<file path="src/hdl/gtpd_pkg.sv">
// ----------------------------------------------------------------------------
// gtpd_pkg
// Shared types, register map, reset values and arithmetic helpers for the
// gimbal tracking PD controller.
// ----------------------------------------------------------------------------
`timescale 1ns / 1ps
`default_nettype none

package gtpd_pkg;

  // Payload widths of the stream channels.
  localparam int InDataWidth  = 128;
  localparam int OutDataWidth = 96;
  localparam int AddrWidth    = 5;

  // Result kinds carried on m_tuser.
  typedef enum logic {
    KIND_MOVE = 1'b0,
    KIND_STOP = 1'b1
  } kind_t;

  // Register indexes; register i sits at byte address 4*i.
  typedef enum logic [2:0] {
    REG_GAIN_P       = 3'd0,
    REG_GAIN_D       = 3'd1,
    REG_DEAD_BAND    = 3'd2,
    REG_STEP_LIMIT   = 3'd3,
    REG_TRAVEL_LIMIT = 3'd4,
    REG_PERIOD_MS    = 3'd5,
    REG_TIMEOUT_MS   = 3'd6
  } reg_idx_t;

  // Reset values of the configuration registers.
  localparam logic [15:0] GainPReset       = 16'd2458;
  localparam logic [15:0] GainDReset       = 16'd492;
  localparam logic [14:0] DeadBandReset    = 15'd10;
  localparam logic [14:0] StepLimitReset   = 15'd300;
  localparam logic [14:0] TravelLimitReset = 15'd3200;
  localparam logic [15:0] PeriodMsReset    = 16'd30;
  localparam logic [15:0] TimeoutMsReset   = 16'd300;

  localparam int FracBits = 12;

  // One PD step on one axis, with gains in unsigned Q4.12. Returns zero inside the deadzone,
  // otherwise the rounded (half away from zero) and clamped step.
  function automatic logic signed [15:0] pd_step(
    input logic signed [15:0] err,
    input logic signed [15:0] prev,
    input logic [15:0]        kp,
    input logic [15:0]        kd,
    input logic [14:0]        db,
    input logic [14:0]        lim
  );
    logic signed [16:0] e17;
    logic signed [16:0] diff;
    logic signed [16:0] db17;
    logic signed [16:0] kp17;
    logic signed [16:0] kd17;
    logic signed [33:0] pp;
    logic signed [33:0] dd;
    logic signed [33:0] sum;
    logic [33:0]        mag;
    logic [33:0]        rsum;
    logic [21:0]        rnd;
    logic [14:0]        m15;
    logic               in_dz;
    e17   = {err[15], err};
    diff  = e17 - {prev[15], prev};
    db17  = {2'b00, db};
    kp17  = {1'b0, kp};
    kd17  = {1'b0, kd};
    in_dz = (e17 <= db17) && (e17 >= -db17);
    pp    = kp17 * e17;
    dd    = kd17 * diff;
    sum   = pp + dd;
    mag   = sum[33] ? 34'(-sum) : 34'(sum);
    rsum  = mag + 34'(1 << (FracBits - 1));
    rnd   = rsum[33:FracBits];
    m15   = (rnd > {7'd0, lim}) ? lim : rnd[14:0];
    if (in_dz) begin
      pd_step = 16'sd0;
    end else if (sum[33]) begin
      pd_step = -$signed({1'b0, m15});
    end else begin
      pd_step = $signed({1'b0, m15});
    end
  endfunction

  // Symmetric clamp of a 17-bit sum to +-lim.
  function automatic logic signed [15:0] clamp_sym(
    input logic signed [16:0] v,
    input logic [14:0]        lim
  );
    logic signed [16:0] hi;
    logic signed [16:0] lo;
    hi = {2'b00, lim};
    lo = -hi;
    if (v > hi) begin
      clamp_sym = hi[15:0];
    end else if (v < lo) begin
      clamp_sym = lo[15:0];
    end else begin
      clamp_sym = v[15:0];
    end
  endfunction

endpackage

`default_nettype wire

</file>
<file path="src/hdl/gimbal_track_pd_controller.sv">
// ----------------------------------------------------------------------------
// gimbal_track_pd_controller
// Turns tracking observations into yaw and pitch step commands (or stops for
// stale ones) through a per-axis PD law with deadzone, step limit and travel limit.
// ----------------------------------------------------------------------------
//
//  Channel   Dir   Transfer when                 Carries
//  -------   ---   ---------------------------   --------------------------------
//  s_*       in    s_tvalid & s_tready           one observation
//  m_*       out   m_tvalid & m_tready           one move or stop command
//  APB       in    psel & penable & pwrite       register write (reads any time)
//
//  An observation is taken into an input register, evaluated in one pass of
//  logic and, when it produces a command, placed in the result register, from
//  which it is offered on m_*. One observation is taken every cycle while
//  m_tready does not stall the result register; the tracking state written
//  by one observation is read by the next in the following cycle, and that
//  feedback loop sets the rate.
//  Reset is synchronous and active high; it restores register defaults and
//  clears all tracking state. A stall on m_tready holds the result register
//  and, once the input register is also full, drops s_tready.
//
`timescale 1ns / 1ps
`default_nettype none

module gimbal_track_pd_controller (
  input  wire logic                                 clk,
  input  wire logic                                 rst,
  // Observation stream.
  input  wire logic                                 s_tvalid,
  output      logic                                 s_tready,
  // tdata, from bit 0 up: err_x[15:0], err_y[15:0], obs_seq[31:0],
  // obs_time[31:0], now_ms[31:0].
  input  wire logic [gtpd_pkg::InDataWidth-1:0]     s_tdata,
  // tuser: obs_valid.
  input  wire logic [0:0]                           s_tuser,
  // Command stream.
  output      logic                                 m_tvalid,
  input  wire logic                                 m_tready,
  // tdata, from bit 0 up: yaw_step[15:0], pitch_step[15:0], cmd_seq[31:0],
  // cmd_time[31:0].
  output      logic [gtpd_pkg::OutDataWidth-1:0]    m_tdata,
  // tuser: kind (0 move, 1 stop).
  output      logic [0:0]                           m_tuser,
  // Configuration port.
  input  wire logic                                 psel,
  input  wire logic                                 penable,
  input  wire logic                                 pwrite,
  input  wire logic [gtpd_pkg::AddrWidth-1:0]       paddr,
  input  wire logic [31:0]                          pwdata,
  output      logic [31:0]                          prdata,
  output      logic                                 pready
);

  // Configuration registers.
  logic [15:0] gain_p;
  logic [15:0] gain_d;
  logic [14:0] dead_band;
  logic [14:0] step_limit;
  logic [14:0] travel_limit;
  logic [15:0] period_ms;
  logic [15:0] timeout_ms;

  gtpd_pkg::reg_idx_t reg_idx;
  logic               reg_write;

  assign pready    = 1'b1;
  assign reg_idx   = gtpd_pkg::reg_idx_t'(paddr[4:2]);
  assign reg_write = psel && penable && pwrite && pready;

  always_ff @(posedge clk) begin
    if (rst) begin
      gain_p       <= gtpd_pkg::GainPReset;
      gain_d       <= gtpd_pkg::GainDReset;
      dead_band    <= gtpd_pkg::DeadBandReset;
      step_limit   <= gtpd_pkg::StepLimitReset;
      travel_limit <= gtpd_pkg::TravelLimitReset;
      period_ms    <= gtpd_pkg::PeriodMsReset;
      timeout_ms   <= gtpd_pkg::TimeoutMsReset;
    end else if (reg_write) begin
      case (reg_idx)
        gtpd_pkg::REG_GAIN_P:       gain_p       <= pwdata[15:0];
        gtpd_pkg::REG_GAIN_D:       gain_d       <= pwdata[15:0];
        gtpd_pkg::REG_DEAD_BAND:    dead_band    <= pwdata[14:0];
        gtpd_pkg::REG_STEP_LIMIT:   step_limit   <= pwdata[14:0];
        gtpd_pkg::REG_TRAVEL_LIMIT: travel_limit <= pwdata[14:0];
        gtpd_pkg::REG_PERIOD_MS:    period_ms    <= pwdata[15:0];
        gtpd_pkg::REG_TIMEOUT_MS:   timeout_ms   <= pwdata[15:0];
        default: ;
      endcase
    end
  end

  always_comb begin
    case (reg_idx)
      gtpd_pkg::REG_GAIN_P:       prdata = {16'd0, gain_p};
      gtpd_pkg::REG_GAIN_D:       prdata = {16'd0, gain_d};
      gtpd_pkg::REG_DEAD_BAND:    prdata = {17'd0, dead_band};
      gtpd_pkg::REG_STEP_LIMIT:   prdata = {17'd0, step_limit};
      gtpd_pkg::REG_TRAVEL_LIMIT: prdata = {17'd0, travel_limit};
      gtpd_pkg::REG_PERIOD_MS:    prdata = {16'd0, period_ms};
      gtpd_pkg::REG_TIMEOUT_MS:   prdata = {16'd0, timeout_ms};
      default:                    prdata = 32'd0;
    endcase
  end

  // Input register. It refills whenever it is empty or its item is being
  // evaluated in this cycle.
  logic               in_full;
  logic               in_obs_valid;
  logic signed [15:0] in_err_x;
  logic signed [15:0] in_err_y;
  logic [31:0]        in_seq;
  logic [31:0]        in_time;
  logic [31:0]        in_now;

  logic advance;
  logic fire;

  assign advance  = !m_tvalid || m_tready;
  assign fire     = in_full && advance;
  assign s_tready = !in_full || advance;

  always_ff @(posedge clk) begin
    if (rst) begin
      in_full <= 1'b0;
    end else if (s_tready) begin
      in_full <= s_tvalid;
    end
  end

  always_ff @(posedge clk) begin
    if (s_tvalid && s_tready) begin
      in_obs_valid <= s_tuser[0];
      in_err_x     <= s_tdata[15:0];
      in_err_y     <= s_tdata[31:16];
      in_seq       <= s_tdata[63:32];
      in_time      <= s_tdata[95:64];
      in_now       <= s_tdata[127:96];
    end
  end

  // Tracking state.
  logic signed [15:0] yaw_prev_err;
  logic signed [15:0] pitch_prev_err;
  logic signed [15:0] yaw_position;
  logic signed [15:0] pitch_position;
  logic [31:0]        last_used_seq;
  logic [31:0]        last_stop_seq;
  logic [31:0]        last_update_time;

  // Evaluation of the item in the input register.
  logic [31:0]        age;
  logic [31:0]        since;
  logic               stale;
  logic               too_soon;
  logic               do_stop;
  logic               do_move;
  logic signed [15:0] yaw_dstep;
  logic signed [15:0] pitch_dstep;
  logic signed [15:0] yaw_position_next;
  logic signed [15:0] pitch_position_next;
  logic signed [16:0] yaw_applied;
  logic signed [16:0] pitch_applied;

  always_comb begin
    // Time differences wrap and are read as signed 32-bit values.
    age      = in_now - in_time;
    since    = in_now - last_update_time;
    stale    = $signed(age) > $signed({16'd0, timeout_ms});
    too_soon = $signed(since) < $signed({16'd0, period_ms});

    // A stale observation gives one stop per sequence number. A fresh one is
    // used only with a new sequence number and once the period has passed.
    do_stop = fire && in_obs_valid && stale && (last_stop_seq != in_seq);
    do_move = fire && in_obs_valid && !stale && (in_seq != last_used_seq) && !too_soon;

    yaw_dstep   = gtpd_pkg::pd_step(in_err_x, yaw_prev_err, gain_p, gain_d,
                                    dead_band, step_limit);
    pitch_dstep = gtpd_pkg::pd_step(in_err_y, pitch_prev_err, gain_p, gain_d,
                                    dead_band, step_limit);

    // The target is clamped to the travel limit; the step reported is the
    // one actually applied, including any pull back after a lowered limit.
    yaw_position_next   = gtpd_pkg::clamp_sym(
                            {yaw_position[15], yaw_position} + {yaw_dstep[15], yaw_dstep},
                            travel_limit);
    pitch_position_next = gtpd_pkg::clamp_sym(
                            {pitch_position[15], pitch_position}
                            + {pitch_dstep[15], pitch_dstep},
                            travel_limit);
    yaw_applied   = {yaw_position_next[15], yaw_position_next}
                    - {yaw_position[15], yaw_position};
    pitch_applied = {pitch_position_next[15], pitch_position_next}
                    - {pitch_position[15], pitch_position};
  end

  always_ff @(posedge clk) begin
    if (rst) begin
      yaw_prev_err     <= '0;
      pitch_prev_err   <= '0;
      yaw_position     <= '0;
      pitch_position   <= '0;
      last_used_seq    <= '0;
      last_stop_seq    <= '0;
      last_update_time <= '0;
    end else if (do_stop) begin
      last_stop_seq  <= in_seq;
      yaw_prev_err   <= '0;
      pitch_prev_err <= '0;
    end else if (do_move) begin
      // The error is stored as the previous one even inside the deadzone.
      yaw_prev_err     <= in_err_x;
      pitch_prev_err   <= in_err_y;
      yaw_position     <= yaw_position_next;
      pitch_position   <= pitch_position_next;
      last_used_seq    <= in_seq;
      last_stop_seq    <= '0;
      last_update_time <= in_now;
    end
  end

  // Result register. It loads whenever it is free or being emptied.
  always_ff @(posedge clk) begin
    if (rst) begin
      m_tvalid <= 1'b0;
    end else if (advance) begin
      m_tvalid <= do_stop || do_move;
    end
  end

  always_ff @(posedge clk) begin
    if (do_stop) begin
      m_tuser <= gtpd_pkg::KIND_STOP;
      m_tdata <= {in_now, in_seq, 32'd0};
    end else if (do_move) begin
      m_tuser <= gtpd_pkg::KIND_MOVE;
      m_tdata <= {in_now, in_seq, pitch_applied[15:0], yaw_applied[15:0]};
    end
  end

endmodule

`default_nettype wire

</file>
<file path="config.mk">
export PLATFORM = sky130hd
export DESIGN_NAME = gimbal_track_pd_controller
export DESIGN_NICKNAME = d
export VERILOG_FILES = /design/src/hdl/gtpd_pkg.sv /design/src/hdl/gimbal_track_pd_controller.sv
export SDC_FILE = /design/constraint.sdc
export NUM_CORES = 2
export LEC_CHECK = 0
export ABC_AREA = 1
export BUFFER_PORTS_ARGS = -buffer_cell sky130_fd_sc_hd__buf_2
export CAP_MARGIN = 10
export CORE_ASPECT_RATIO = 1.25
export CORE_MARGIN = 3
export CORE_UTILIZATION = 40
export DETAILED_ROUTE_END_ITERATION = 7
export HOLD_SLACK_MARGIN = 0.03
export MAX_ROUTING_LAYER = met4
export PLACE_DENSITY = 0.61
export SLEW_MARGIN = 10
export SYNTH_ARGS = -nofsm -noshare
export SYNTH_HDL_FRONTEND = slang
export SYNTH_SLANG_ARGS = --single-unit
</file>
<file path="constraint.sdc">
create_clock -name clk -period 31.1 [get_ports clk]
set_clock_uncertainty 0.15 [all_clocks]
set_input_delay 0 -clock clk [delete_from_list [all_inputs] [get_ports clk]]
set_output_delay 0 -clock clk [all_outputs]
set_load 0.02 [all_outputs]
</file>
==> metrics <==
placement row count=approximately 170; first-pass iteration count of the detailed router=8; Vert. Die Dim=~480 um; total routing usage reported by global routing=a little over a quarter; number of global-route vias before repair=66380; setup repair after global routing missed its margin=false; Detailed Place HPWL=192600 um; clock slew seen by the registers of the worst setup and hold paths=around 0.07 ns; final max-slew violation count=0; placement-stage cell area=76480 sq um; top fanout value on the critical path=between 60 and 70; sink count of the clock tree=a little under 500; H-Tree Depth=2; Net count, final=approximately 12000; area of the die=187100 sq um; proportion of register bits with asynchronous set or reset after synthesis=0%; prevailing post-synth register cell=sky130_fd_sc_hd__dfxtp_1; core region area=between 150000 and 200000 sq um; sequential fraction of the synthesis area=16.33%; total of max-cap violations=0; initial antenna violation count=22; source-to-sink clock delay at the later pin of the worst-skew pair=slightly below 0.7 ns; Vias=64630; CP max stage cell=sky130_fd_sc_hd__nand2_1; sort of element at the end of the critical path=flop; number of enable-type register cells in the synthesized netlist=between 150 and 200; wire length of the first global-routing pass=around 380000 um; max_slew headroom=23.50%; I/O Pins=between 300 and 400; arrival time at the worst endpoint=~23 ns; destination of the critical timing path=m_tdata[31]; FF-to-FF Start=in_err_y[0]; non-filler instance count after layout=12480; cell types occupying the most area after synthesis=sky130_fd_sc_hd__fa_1 26%, sky130_fd_sc_hd__ha_1 13%, sky130_fd_sc_hd__nand2_1 12%, sky130_fd_sc_hd__inv_1 11%, sky130_fd_sc_hd__dfxtp_1 8.4%; share of Yosys cell area claimed by the top area cell type=roughly 26%; Cell variety after synth=69; cell area after synthesis=72760 sq um; final design area excluding fillers=just over 80000 sq um; origin of the worst setup path=in_err_y[0]; Final TNS setup=0 ns; final routed DRC violation total=0; worst reg2reg endpoint=m_tdata[31]; startpoint type of the worst setup path=flop; I/O Buffers=between 200 and 300; setup slack of the worst register-to-register path=8.05 ns; number of setup violations in the final report=0; post-CTS setup buffer count=0; Final period util=between 70 and 80%; Most common cell on crit path=sky130_fd_sc_hd__nand2_1; CTS Buffer Depth=3; data required time of the critical path=31.46 ns; most instantiated cells after synthesis=2315 x sky130_fd_sc_hd__nand2_1, 2143 x sky130_fd_sc_hd__inv_1, 938 x sky130_fd_sc_hd__fa_1; Period minus WS final=approximately 23 ns; pin count of the biggest net entering global routing=83; cell depth of the worst flop-to-flop path=approximately 120; delay contributed by the slowest stage of the critical path=0.62 ns; starting utilization of the core area=between 40 and 50%; hold violation total from the final report=0; clock tree from TritonCTS=built; worst hold path class=in2reg; total of warnings raised by yosys=0; top cell type by total area after synthesis=sky130_fd_sc_hd__fa_1; layout cell share with drive strength beyond 1=between 6 and 7%; GR Overflow Total=0; antenna-violating nets left=0; number of filler instances in the final layout=18090; count of mapped cells out of synthesis=a little under 10000; post-detailed-route via-to-cell ratio=5.177; result of the run=finished clean; flip-flop and latch count after synthesis=just under 500; Layout area overhead=11.78%; final WL=245200 um; kind of critical path=reg2reg; floorplan die width=387.5 um; gp weighted congestion=slightly below 1; maximum clock frequency=0.04339 GHz; Clock Root Buffer=sky130_fd_sc_hd__clkbuf_16; Post-Synthesis Mean Instance Area=7.544 sq um; number of cells in the design after placement=12070; cts bufs inserted=57; dominant cell by count in the synthesized netlist=sky130_fd_sc_hd__nand2_1; Tightest Pin Transition=between 1 and 1.5 ns; violation count after the first detailed-route iteration=4452; wire per inst=approximately 20 um
## registers in the layout, summed over array words and instances, names as in the netlist, 32 cells and up
signal	flops
last_stop_seq	32
in_seq	32
in_time	32
last_update_time	32
in_now	32
last_used_seq	32
m_tdata	96
## worst min-delay path by stage
stage,cells past startpoint,startpoint,to,slack [ns]
after floorplan,0,s_tdata[0],in_err_x[0],-0.05
after detailed placement,1,s_tdata[82],in_time[18],0.03
after global placement,1,s_tdata[114],in_now[18],0.03
after CTS,3,rst,last_update_time[20],0.04
final,3,rst,last_update_time[20],0.12
after global routing,3,rst,last_update_time[20],0.11
## worst max-delay path: cells and delay by family (launching register included)
family,cells,cell delay (ns)
xor gates and xnor gates,4,0.93
buffers and inverters,14,2.31
and+or+nand+nor,59,7.73
DFF,1,0.34
AOI/OAI and AO/OA,29,4.54
adders and majority gates,17,6.85
## cell families (layout without fill, tap and decap cells)
family	after synthesis	in the layout	share of synthesized area, %
other cells	2	36	0.01032
buf+inv	2514	2941	13.20
mux	1	1	0.01548
xor+xnor	210	210	2.548
compound gates	1075	1075	8.123
simple gates	3640	3640	20.76
flops	497	497	16.33
fa+ha+maj	1706	1706	39.01
## layout make-up
cell class	instances	area (sq um)	share of cell area [%]
multi-input cells	6649	51340	63.13
flip-flops and latches	497	11880	14.61
clock inverters	36	392.9	0.4830
inverters	2175	8172	10.05
repair buffers	660	5007	6.157
well taps	2376	2973	3.655
clock buffers	70	1515	1.863
diodes	19	47.55	0.05846
## metal layers
metal | routed length [um] | vias up | GRT usage (%)
met4 | 13920 | 0 | 12.71
li1 | - | 30300 | -
met5 | 0 | - | -
met2 | 118700 | 2228 | 45.72
met3 | 16590 | 651 | 3.888
met1 | 96020 | 31450 | 31.09
## cells in the final DEF (no fill, tap or decap), types with 193 or more instances in the layout
cell type                          n
sky130_fd_sc_hd__nor2_1          665
sky130_fd_sc_hd__fa_1            938
sky130_fd_sc_hd__ha_1            768
sky130_fd_sc_hd__nand2_1        2314
sky130_fd_sc_hd__edfxtp_1        193
sky130_fd_sc_hd__o21ai_0         286
sky130_fd_sc_hd__dlygate4sd3_1   289
sky130_fd_sc_hd__a21oi_1         577
sky130_fd_sc_hd__dfxtp_1         304
sky130_fd_sc_hd__nand3_1         314
sky130_fd_sc_hd__inv_1          2141
sky130_fd_sc_hd__buf_2           268
## metrics by stage
step / util [%] / setup slack (ns) / hold slack, ns
after global placement: 42.43 / 8.403 / 0.02676
after detailed placement: 42.43 / 8.211 / 0.02810
final: 45.12 / 8.055 / 0.1159
after global routing: 45.12 / 6.014 / 0.1108
after floorplan: - / 12.37 / -0.05113
after CTS: 45.09 / 8.106 / 0.03753
## what timing repair did
item                                   4_1_cts  5_1_grt
endpoints found under the hold margin      309        0
hold buffers                               289        0
resized for setup                            0        0
Power is left out: the tool's default activity adds up to more than one toggle a clock period on the data nets, which glitch-free logic cannot reach.
